--- config.mk ---
export PLATFORM = sky130hd
export DESIGN_NAME = rotary_encoder_turn_detector_top_flat
export DESIGN_NICKNAME = d
export VERILOG_FILES = /design/src/hw/rtl/rotenc_pkg.sv /design/src/hw/rtl/rotenc_if.sv /design/src/hw/rtl/rotenc_step.sv /design/src/hw/rtl/rotary_encoder_turn_detector_top.sv /design/src/flat_wrapper.sv
export SDC_FILE = /design/constraint.sdc
export NUM_CORES = 1
export LEC_CHECK = 0
export ABC_AREA = 1
export BUFFER_PORTS_ARGS = -buffer_cell sky130_fd_sc_hd__buf_2
export CAP_MARGIN = 5
export CORE_ASPECT_RATIO = 0.8
export CORE_MARGIN = 2
export CORE_UTILIZATION = 55
export DETAILED_ROUTE_END_ITERATION = 7
export PLACE_DENSITY = 0.77
export SETUP_SLACK_MARGIN = 0.4
export SYNTH_ARGS = -nofsm -noshare
export SYNTH_HDL_FRONTEND = slang
export SYNTH_SLANG_ARGS = --single-unit
--- constraint.sdc ---
create_clock -name clk -period 5.8 [get_ports clk]
set_input_delay 1.74 -clock clk [delete_from_list [all_inputs] [get_ports clk]]
set_output_delay 1.74 -clock clk [all_outputs]
set_load 0.03 [all_outputs]
--- src/hw/rtl/rotenc_pkg.sv ---
// Shared types and constants for the rotary encoder turn detector.
// No dependencies; imported by every module of the block.
package rotenc_pkg;

  typedef enum logic [1:0] {
    DIR_NONE = 2'd0,
    DIR_CW   = 2'd1,
    DIR_CCW  = 2'd2
  } step_dir_t;

  localparam int unsigned AddrWidth = 3;

  localparam logic REG_TIMEOUT   = 1'b0;
  localparam logic REG_THRESHOLD = 1'b1;

  localparam logic [15:0] TimeoutReset   = 16'd500;
  localparam logic [6:0]  ThresholdReset = 7'd5;
  localparam logic [15:0] IdleMax        = 16'hFFFF;

  typedef struct packed {
    logic [15:0] timeout;
    logic [6:0]  threshold;
  } rotenc_cfg_t;

  typedef struct packed {
    logic signed [31:0] position;
    step_dir_t          step_dir;
    logic               right_turn;
    logic               left_turn;
    logic signed [7:0]  turn_progress;
  } rotenc_result_t;

endpackage

--- src/hw/rtl/rotenc_if.sv ---
// Valid/ready channel interfaces for pin samples and decoded results.
// No dependencies.
interface rotenc_in_if;
  logic valid;
  logic ready;
  logic pin_a;
  logic pin_b;

  modport source (output valid, output pin_a, output pin_b, input ready);
  modport sink   (input valid, input pin_a, input pin_b, output ready);
endinterface

interface rotenc_out_if;
  logic               valid;
  logic               ready;
  logic signed [31:0] position;
  logic [1:0]         step_dir;
  logic               right_turn;
  logic               left_turn;
  logic signed [7:0]  turn_progress;

  modport source (output valid, output position, output step_dir, output right_turn,
                  output left_turn, output turn_progress, input ready);
  modport sink   (input valid, input position, input step_dir, input right_turn,
                  input left_turn, input turn_progress, output ready);
endinterface

--- src/hw/rtl/rotenc_step.sv ---
// Quadrature step decoder with partial turn counter and idle timer.
// Depends on rotenc_pkg.
module rotenc_step
  import rotenc_pkg::*;
(
  input  logic           clk,
  input  logic           rst,
  input  logic           en,
  input  logic           pin_a,
  input  logic           pin_b,
  input  rotenc_cfg_t    cfg,
  output rotenc_result_t res
);

  logic               prev_a;
  logic               armed;
  logic               saved_b;
  logic signed [31:0] position;
  logic signed [7:0]  partial;
  logic [15:0]        idle;

  logic [15:0]        idle_next;
  logic               rise;
  logic               fall;
  step_dir_t          dir;
  logic signed [7:0]  base;
  logic signed [7:0]  up;
  logic signed [7:0]  down;
  logic signed [8:0]  thr_pos;
  logic signed [8:0]  thr_neg;
  logic               right;
  logic               left;
  logic signed [31:0] position_next;
  logic signed [7:0]  partial_next;

  always_comb begin
    idle_next = (idle == IdleMax) ? idle : idle + 16'd1;
    rise      = pin_a & ~prev_a;
    fall      = ~pin_a & prev_a & armed;
    if (fall && !pin_b && saved_b) begin
      dir = DIR_CW;
    end else if (fall && pin_b && !saved_b) begin
      dir = DIR_CCW;
    end else begin
      dir = DIR_NONE;
    end
    base    = (idle_next > cfg.timeout) ? 8'sd0 : partial;
    up      = base + 8'sd1;
    down    = base - 8'sd1;
    thr_pos = $signed({2'b00, cfg.threshold});
    thr_neg = -thr_pos;
    right   = (dir == DIR_CW) && ($signed({up[7], up}) >= thr_pos);
    left    = (dir == DIR_CCW) && ($signed({down[7], down}) <= thr_neg);

    position_next = position;
    partial_next  = partial;
    unique case (dir)
      DIR_CW: begin
        position_next = position + 32'sd1;
        partial_next  = right ? 8'sd0 : up;
      end
      DIR_CCW: begin
        position_next = position - 32'sd1;
        partial_next  = left ? 8'sd0 : down;
      end
      default: begin
        position_next = position;
        partial_next  = partial;
      end
    endcase

    res.position      = position_next;
    res.step_dir      = dir;
    res.right_turn    = right;
    res.left_turn     = left;
    res.turn_progress = partial_next;
  end

  always_ff @(posedge clk) begin
    if (rst) begin
      prev_a   <= 1'b0;
      armed    <= 1'b0;
      saved_b  <= 1'b0;
      position <= '0;
      partial  <= '0;
      idle     <= '0;
    end else if (en) begin
      prev_a   <= pin_a;
      position <= position_next;
      partial  <= partial_next;
      idle     <= (dir == DIR_NONE) ? idle_next : 16'd0;
      if (rise) begin
        saved_b <= pin_b;
        armed   <= 1'b1;
      end else if (fall) begin
        armed <= 1'b0;
      end
    end
  end

endmodule

--- src/hw/rtl/rotary_encoder_turn_detector_top.sv ---
// Rotary encoder turn detector: top level with APB registers and channel pipeline.
// Depends on rotenc_pkg, rotenc_if and rotenc_step.
//
// Usage: one beat on the sample channel carries one tick's sample of encoder pins
// A and B. Each sample yields exactly one beat on the result channel with the step
// position, step direction, turn pulses and the partial turn count.
// Path: an accepted sample passes through the input register, then the result
// register fed by the decoder, before it is presented on the result channel.
// Throughput: one sample per cycle while the result channel does not stall; the
// decoder state updates in the same cycle the sample leaves the input register.
// Stall: while the result beat waits, the input register still takes one more
// sample; the sample channel then holds ready low until the result is taken.
// Reset (rst, synchronous): both pipeline stages empty, decoder state cleared,
// timeout = 500 ticks and threshold = 5 steps.
// Registers: 0x0 timeout (16 bit), 0x4 threshold (7 bit). Write them only when the
// pipeline is drained. pready is always high.
module rotary_encoder_turn_detector_top
  import rotenc_pkg::*;
(
  input  logic                 clk,
  input  logic                 rst,
  input  logic                 psel,
  input  logic                 penable,
  input  logic                 pwrite,
  input  logic [AddrWidth-1:0] paddr,
  input  logic [31:0]          pwdata,
  output logic [31:0]          prdata,
  output logic                 pready,
  rotenc_in_if.sink            sample,
  rotenc_out_if.source         result
);

  rotenc_cfg_t    cfg;
  logic           cfg_wr;
  logic           s1_valid;
  logic           s1_a;
  logic           s1_b;
  logic           out_valid;
  rotenc_result_t out_data;
  rotenc_result_t step_res;
  logic           advance;

  assign pready = 1'b1;
  assign cfg_wr = psel & penable & pwrite & pready;

  always_ff @(posedge clk) begin
    if (rst) begin
      cfg.timeout   <= TimeoutReset;
      cfg.threshold <= ThresholdReset;
    end else if (cfg_wr) begin
      unique case (paddr[2])
        REG_TIMEOUT:   cfg.timeout   <= pwdata[15:0];
        REG_THRESHOLD: cfg.threshold <= pwdata[6:0];
        default: ;
      endcase
    end
  end

  always_comb begin
    unique case (paddr[2])
      REG_TIMEOUT:   prdata = {16'd0, cfg.timeout};
      REG_THRESHOLD: prdata = {25'd0, cfg.threshold};
      default:       prdata = '0;
    endcase
  end

  assign advance      = ~out_valid | result.ready;
  assign sample.ready = ~s1_valid | advance;

  always_ff @(posedge clk) begin
    if (rst) begin
      s1_valid <= 1'b0;
    end else if (sample.ready) begin
      s1_valid <= sample.valid;
    end
  end

  always_ff @(posedge clk) begin
    if (sample.ready && sample.valid) begin
      s1_a <= sample.pin_a;
      s1_b <= sample.pin_b;
    end
  end

  rotenc_step u_step (
    .clk   (clk),
    .rst   (rst),
    .en    (s1_valid & advance),
    .pin_a (s1_a),
    .pin_b (s1_b),
    .cfg   (cfg),
    .res   (step_res)
  );

  always_ff @(posedge clk) begin
    if (rst) begin
      out_valid <= 1'b0;
    end else if (advance) begin
      out_valid <= s1_valid;
    end
  end

  always_ff @(posedge clk) begin
    if (s1_valid && advance) begin
      out_data <= step_res;
    end
  end

  assign result.valid         = out_valid;
  assign result.position      = out_data.position;
  assign result.step_dir      = out_data.step_dir;
  assign result.right_turn    = out_data.right_turn;
  assign result.left_turn     = out_data.left_turn;
  assign result.turn_progress = out_data.turn_progress;

endmodule

--- src/flat_wrapper.sv ---
// flat-port wrapper written by rule: the top's interface ports become plain ports
module rotary_encoder_turn_detector_top_flat import rotenc_pkg::*;
  (clk, rst, psel, penable, pwrite, paddr, pwdata, prdata, pready, sample_valid, sample_pin_a, sample_pin_b, sample_ready, result_valid, result_position, result_step_dir, result_right_turn, result_left_turn, result_turn_progress, result_ready);
  rotenc_in_if sample_i ();
  rotenc_out_if result_i ();
  input  logic clk;
  input  logic rst;
  input  logic psel;
  input  logic penable;
  input  logic pwrite;
  input  logic [AddrWidth-1:0] paddr;
  input  logic [31:0] pwdata;
  output logic [31:0] prdata;
  output logic pready;
  input wire logic [$bits(sample_i.valid)-1:0] sample_valid;
  input wire logic [$bits(sample_i.pin_a)-1:0] sample_pin_a;
  input wire logic [$bits(sample_i.pin_b)-1:0] sample_pin_b;
  output wire logic [$bits(sample_i.ready)-1:0] sample_ready;
  output wire logic [$bits(result_i.valid)-1:0] result_valid;
  output wire logic [$bits(result_i.position)-1:0] result_position;
  output wire logic [$bits(result_i.step_dir)-1:0] result_step_dir;
  output wire logic [$bits(result_i.right_turn)-1:0] result_right_turn;
  output wire logic [$bits(result_i.left_turn)-1:0] result_left_turn;
  output wire logic [$bits(result_i.turn_progress)-1:0] result_turn_progress;
  input wire logic [$bits(result_i.ready)-1:0] result_ready;
  assign sample_i.valid = sample_valid;
  assign sample_i.pin_a = sample_pin_a;
  assign sample_i.pin_b = sample_pin_b;
  assign sample_ready = sample_i.ready;
  assign result_valid = result_i.valid;
  assign result_position = result_i.position;
  assign result_step_dir = result_i.step_dir;
  assign result_right_turn = result_i.right_turn;
  assign result_left_turn = result_i.left_turn;
  assign result_turn_progress = result_i.turn_progress;
  assign result_i.ready = result_ready;
  rotary_encoder_turn_detector_top u_core (.clk(clk), .rst(rst), .psel(psel), .penable(penable), .pwrite(pwrite), .paddr(paddr), .pwdata(pwdata), .prdata(prdata), .pready(pready), .sample(sample_i), .result(result_i));
endmodule
## After elaboration in Yosys (flattened, before gate mapping)

Cells that the tools add are included.

| cells by class | value |
|---|---|
| equal/unequal tests | 3 |
| bitwise gates (word level) | 13 |
| add/subtract/negate cells | 6 |
| magnitude comparators | 3 |
| muxes and demuxes | 12 |
| reduce and logical (&&, ||, !) cells | 16 |

Operators with widths:

| operator | count |
|---|---|
| $pmux 32 s2 | 2 |
| $add 32x2->32 const B | 1 |
| $mux 16 | 2 |
| $sub 32x2->32 const B | 1 |
| $mux 8 | 3 |
| $add 16x1->16 const B | 1 |
| $eq 16x16->1 const B | 1 |
| $gt 16x16->1 | 1 |
| $pmux 8 s2 | 1 |
| $le 8x9->1 | 1 |
| $neg 7->9 | 1 |
| $add 8x2->8 const B | 1 |
| $ge 8x8->1 | 1 |
| $logic_and 1x1->1 | 8 |
| $reduce_and 2->1 | 4 |
| $sub 8x2->8 const B | 1 |
| $and 1x1->1 | 6 |
| $not 1->1 | 5 |
| $mux 2 | 2 |
| $eq 2x1->1 const B | 1 |
| $eq 2x2->1 const B | 1 |
| $logic_not 1->1 | 2 |
| $logic_not 2->1 | 1 |
| $mux 1 | 2 |
| other kinds (2) | 3 |

| storage, ports and cells | value |
|---|---|
| register bits after elaboration | 130 |
| output and inout port bits | 79 |
| input port bits | 44 |

## Depth between registers and ports, before layout

| logic depth | value |
|---|---|
| depth after elaboration | 11 |
| depth in mapped cells | 38 |
| gate-level depth less buffers | 37 |

## Modules after synthesis

From an unflattened synthesis, not the netlist that was laid out.

| unflattened totals | value |
|---|---|
| cells, all modules | 1245 |
| area, all modules | 8822.2 um^2 |

By module, submodules not included:

| module | area an instance (um^2) | times used | cells an instance | sequential area each (um^2) |
|---|---|---|---|---|
| rotenc_step | 6120.9 | 1 | 992 | 1181.1 |
| rotary_encoder_turn_detector_top | 2701.3 | 1 | 253 | 1881.8 |

## Worst setup path after synthesis

Ideal clock, no wire load.

| timing path | value |
|---|---|
| path type | reg-to-reg |
| start point | register u_core.u_step.idle[0] |
| end point | register u_core.out_data, in the netlist u_core.result.turn_progress[0] (data pin) |
| data arrival time | 4.377 ns |
| clock period less this slack | 4.637 ns |
| cell stages (with the launch flop) | 36 |
| path slack | 1.163 ns |
| data required time | 5.540 ns |
| cells stage by stage | dfxtp_1 -> ha_1 -> inv_1 -> nor3_4 -> inv_2 -> nor3_2 -> nand3_2 -> nor2_4 -> nor4_2 -> nand2_1 -> nor2_1 -> xor2_1 -> ha_1 -> nand2_2 -> nor2_1 -> nand3_1 -> nand3_1 -> nand2_1 -> nand2_2 -> nand2_4 -> buf_8 -> nand2_1 -> ha_1 -> nand3_1 -> xor2_1 -> ha_1 -> a21oi_1 -> o21ai_0 -> o21ai_0 -> a21boi_0 -> o21ai_0 -> o21ai_0 -> inv_1 -> nand2_4 -> nand3_1 -> nand3_1 |

RTL lines:

| element | RTL line | RTL |
|---|---|---|
| from (decl) | rotenc_step.sv:20 | `logic [15:0] idle;` |
| from (signal assigned) | rotenc_step.sv:91 | `idle <= (dir == DIR_NONE) ? idle_next : 16'd0;` |
| to (signal assigned) | rotary_encoder_turn_detector_top.sv:105 | `out_data <= step_res;` |
| to (decl) | rotary_encoder_turn_detector_top.sv:39 | `rotenc_result_t out_data;` |

==> impl_results.md <==
- Status: completed
- Cell-internal power: 0.001790 W
- Worst skew pair latency: 0.43 ns
- Die ar.: 16660 um^2
- Hpwl dp: between 10 and 15 mm
- P_sw: just under 0.0007 W
- Final Hold Viols: 0
- Switch share: 0.2749
- Worst setup SP type: flop
- RR Startpoint: u_core.u_step.idle[5]
- Dpl cell area: 9133 um^2
- Final period util: 0.9011
- Gate power share: 0.149
- Bufs on Longest Clock Path: 2
- Initial antenna violation count: 0
- FF-to-FF setup slack: ~0.57 ns
- Synth cell types: between 50 and 60
- First-pass GRT wire length: 33.11 mm
- Final wirelength: between 20 and 25 mm
- Cells after Synth: about 1200
- Yosys warns: 0
- PortBufs: 87
- GPL Wtd Cong: 0.9263
- RSZ-0062 raised after global routing: false
- Global route total overflow: 0
- Slew of the pin with the lowest slew margin: 0.8352 ns
- Register area share after synthesis: 0.3562
- Starting Density: 0.5671
- Routed len/inst: roughly 14 um
- Crit. End Element: flop
- Post-synth top flop: dfxtp_1
- Commonest non-fill, non-tap cell in the layout: nand2_1
- Total Nets Final: between 1000 and 1500
- Critical Path RT: just under 6 ns
- Maximum capacitance violations: 0
- Vias per inst: 5.355
- Clk sink count: 130
- Gr usage total: 0.2487
- Row count: 40
- Clk pin slew, worst setup/hold paths: around 0.060 ns
- Layout Skew: about 0.007 ns
- Hold Path Stages: 2
- Commonest non-fill, non-tap cells in the layout: nand2_1, inv_1, nor2_1
- Leakage power: ~4.8 nW
- Vias in the first global route: 6869
- Slowest library cell on the worst path: dfxtp_1
- Placeable Area: approximately 15000 um^2
- Crit path DAT: approximately 5.4 ns
- Max Freq: between 0.15 and 0.2 GHz
- DRT antenna net count: 0
- Number of synthesized register bits: 130
- Number of synthesized flops with an enable pin: between 40 and 50
- Filler cells: approximately 1300
- IO Count: approximately 120
- Hold Path Class: flop to flop
- CP Class: flop to flop
- Cell Pwr Density: roughly 250 nW/um^2
- Final setup viols: 0
- TritonCTS Buffers: 17
- Slew HR: 0.4414
- Pre-Repair DR Iteration Count: 5
- Share of power burned in registers: 0.415
- Min-delay src: u_core.u_step.armed
- Worst r2r dst: u_core.result.turn_progress[1]
- Worst Path Max Fanout: 6
- Drt drc: 0
- Max IR drop VDD: ~0.21 mV
- Root Buffer: clkbuf_16
- TritonCTS clock tree: built
- Post-synth ARST share: 0
- Pin count of the biggest net entering global routing: 62
- Via count: between 7000 and 8000
- # hold bufs at CTS: 0
- Layout cell share with drive strength beyond 1: 0.1693
- Mean Syn Cell Area: 7.445 um^2
- Area Growth Syn to Fin: 16.28%
- Worst R2R Path Depth: 31
- Die Span Y: around 120 um
- Die X: between 100 and 150 um
- CP max stage delay: 0.40 ns
- Cell Area, Synth: between 8000 and 9000 um^2
- Final-report max-slew violation count: 0
- Hold Path Sink: u_core.u_step.armed
- Initial DRC Count: ~680
- Total negative slack: 0 ns
- Antenna cells: 0
- Crit path time final: approximately 5.2 ns
- Clk pwr share: 0.436
- H-tree levels: 4
- Post-route cell area: around 10000 um^2
## what timing repair did
action	CTS	global route
pin swaps	0	20
gates cloned	0	2
setup buffers	0	12
gates resized for setup	3	34
setup endpoints to repair	16	18
## critical path: cells and delay by family (launching register included)
| family | cells | cell delay [ns] |
|---|---|---|
| XOR/XNOR | 1 | 0.23 |
| AO/OA/AOI/OAI | 7 | 0.96 |
| buffers and inverters | 2 | 0.19 |
| adder cells (fa/ha/maj) | 3 | 0.77 |
| AND/OR/NAND/NOR | 18 | 2.42 |
| flip-flops | 1 | 0.40 |
## Yosys cell counts, types with 14 or more instances
library cell / n / area share
nand4_1: 14 / 0.010
buf_4: 17 / 0.015
edfxtp_1: 46 / 0.16
nor2_1: 119 / 0.052
o21ai_0: 96 / 0.056
nor3_1: 15 / 0.0087
inv_1: 147 / 0.064
a21oi_1: 96 / 0.056
xor2_1: 27 / 0.027
xnor2_1: 15 / 0.015
ha_1: 64 / 0.093
nand3_1: 61 / 0.036
dfxtp_1: 84 / 0.20
clkbuf_1: 25 / 0.011
nand2_1: 210 / 0.092
## state kept, by name, indices dropped and copies added, names as in the netlist
signal                       flops
u_core.cfg                      23
u_core.result.left_turn          1
u_core.result.position          32
u_core.result.right_turn         1
u_core.result.step_dir           2
u_core.result.turn_progress      8
u_core.result.valid              1
u_core.s1_a                      1
u_core.s1_b                      1
u_core.s1_valid                  1
u_core.u_step.armed              1
u_core.u_step.idle              16
u_core.u_step.partial            8
u_core.u_step.position          32
u_core.u_step.prev_a             1
u_core.u_step.saved_b            1
## cell type report
| cell class | instances | area, um^2 | area share |
|---|---|---|---|
| clock buffers | 23 | 489.2 | 0.04892 |
| clock inverters | 9 | 101.3 | 0.01014 |
| inverters | 157 | 590.6 | 0.05906 |
| multi-input cells | 834 | 4916 | 0.4916 |
| flip-flops and latches | 130 | 3065 | 0.3066 |
| well taps | 210 | 262.8 | 0.02628 |
| repair buffers | 105 | 574.3 | 0.05743 |
## through the flow
| stage | worst slack [ns] | util | hold slack [ns] | std cells | total power (W) |
|---|---|---|---|---|---|
| after CTS | 0.4193 | 0.6424 | 0.4836 | 1454 | 0.002455 |
| after detailed placement | 0.3931 | 0.6022 | 0.4712 | 1422 | 0.001382 |
| after global placement | 0.4505 | 0.6022 | 0.4625 | 1422 | 0.001374 |
| final | 0.5738 | 0.6594 | 0.4813 | 1468 | 0.002468 |
| after floorplan | 1.163 | - | 0.4497 | 1170 | 0.001306 |
| after global routing | 0.2092 | 0.6594 | 0.5080 | 1468 | 0.002572 |
## power groups by stage
stage	logic (W)	registers [W]	clock network, W
6_report	0.000367	0.00102	0.00108
5_1_grt	0.000408	0.00103	0.00114
4_1_cts	0.000347	0.00102	0.00109
3_5_place_dp	0.000341	0.00104	0
3_3_place_gp	0.000334	0.00104	0
2_1_floorplan	0.000237	0.00107	0
## how the worst max path moves through the flow
stage | startpoint | to | slack [ns]
2_1_floorplan | u_core.u_step.idle[0] | u_core.result.turn_progress[0] | 1.16
3_3_place_gp | u_core.u_step.idle[0] | u_core.result.turn_progress[6] | 0.45
3_5_place_dp | u_core.u_step.idle[0] | u_core.result.turn_progress[6] | 0.39
4_1_cts | u_core.u_step.idle[0] | u_core.result.turn_progress[6] | 0.42
5_1_grt | u_core.u_step.idle[5] | u_core.u_step.partial[0] | 0.21
6_report | u_core.u_step.idle[5] | u_core.result.turn_progress[1] | 0.57
## kinds of logic (layout without fill, tap and decap cells)
group	after synthesis	in the layout	synth area share
and+or+nand+nor	458	460	0.2402
adders and majority gates	65	65	0.09545
DFF	130	130	0.3562
AOI/OAI and AO/OA	250	250	0.1640
other	2	17	0.0008733
buffers and inverters	208	294	0.1005
xor gates and xnor gates	42	42	0.04278
## per-layer routing
layer  routed length [um]  GRT usage  vias to the layer above
li1                     -          -                     3987
met1                10280     0.3584                     3615
met2                 9087     0.3810                      240
met3                 1308    0.05702                       19
met4                  229    0.05817                        0
met5                    0          0                        -
No activity file was read; power rests on OpenSTA's default activity.
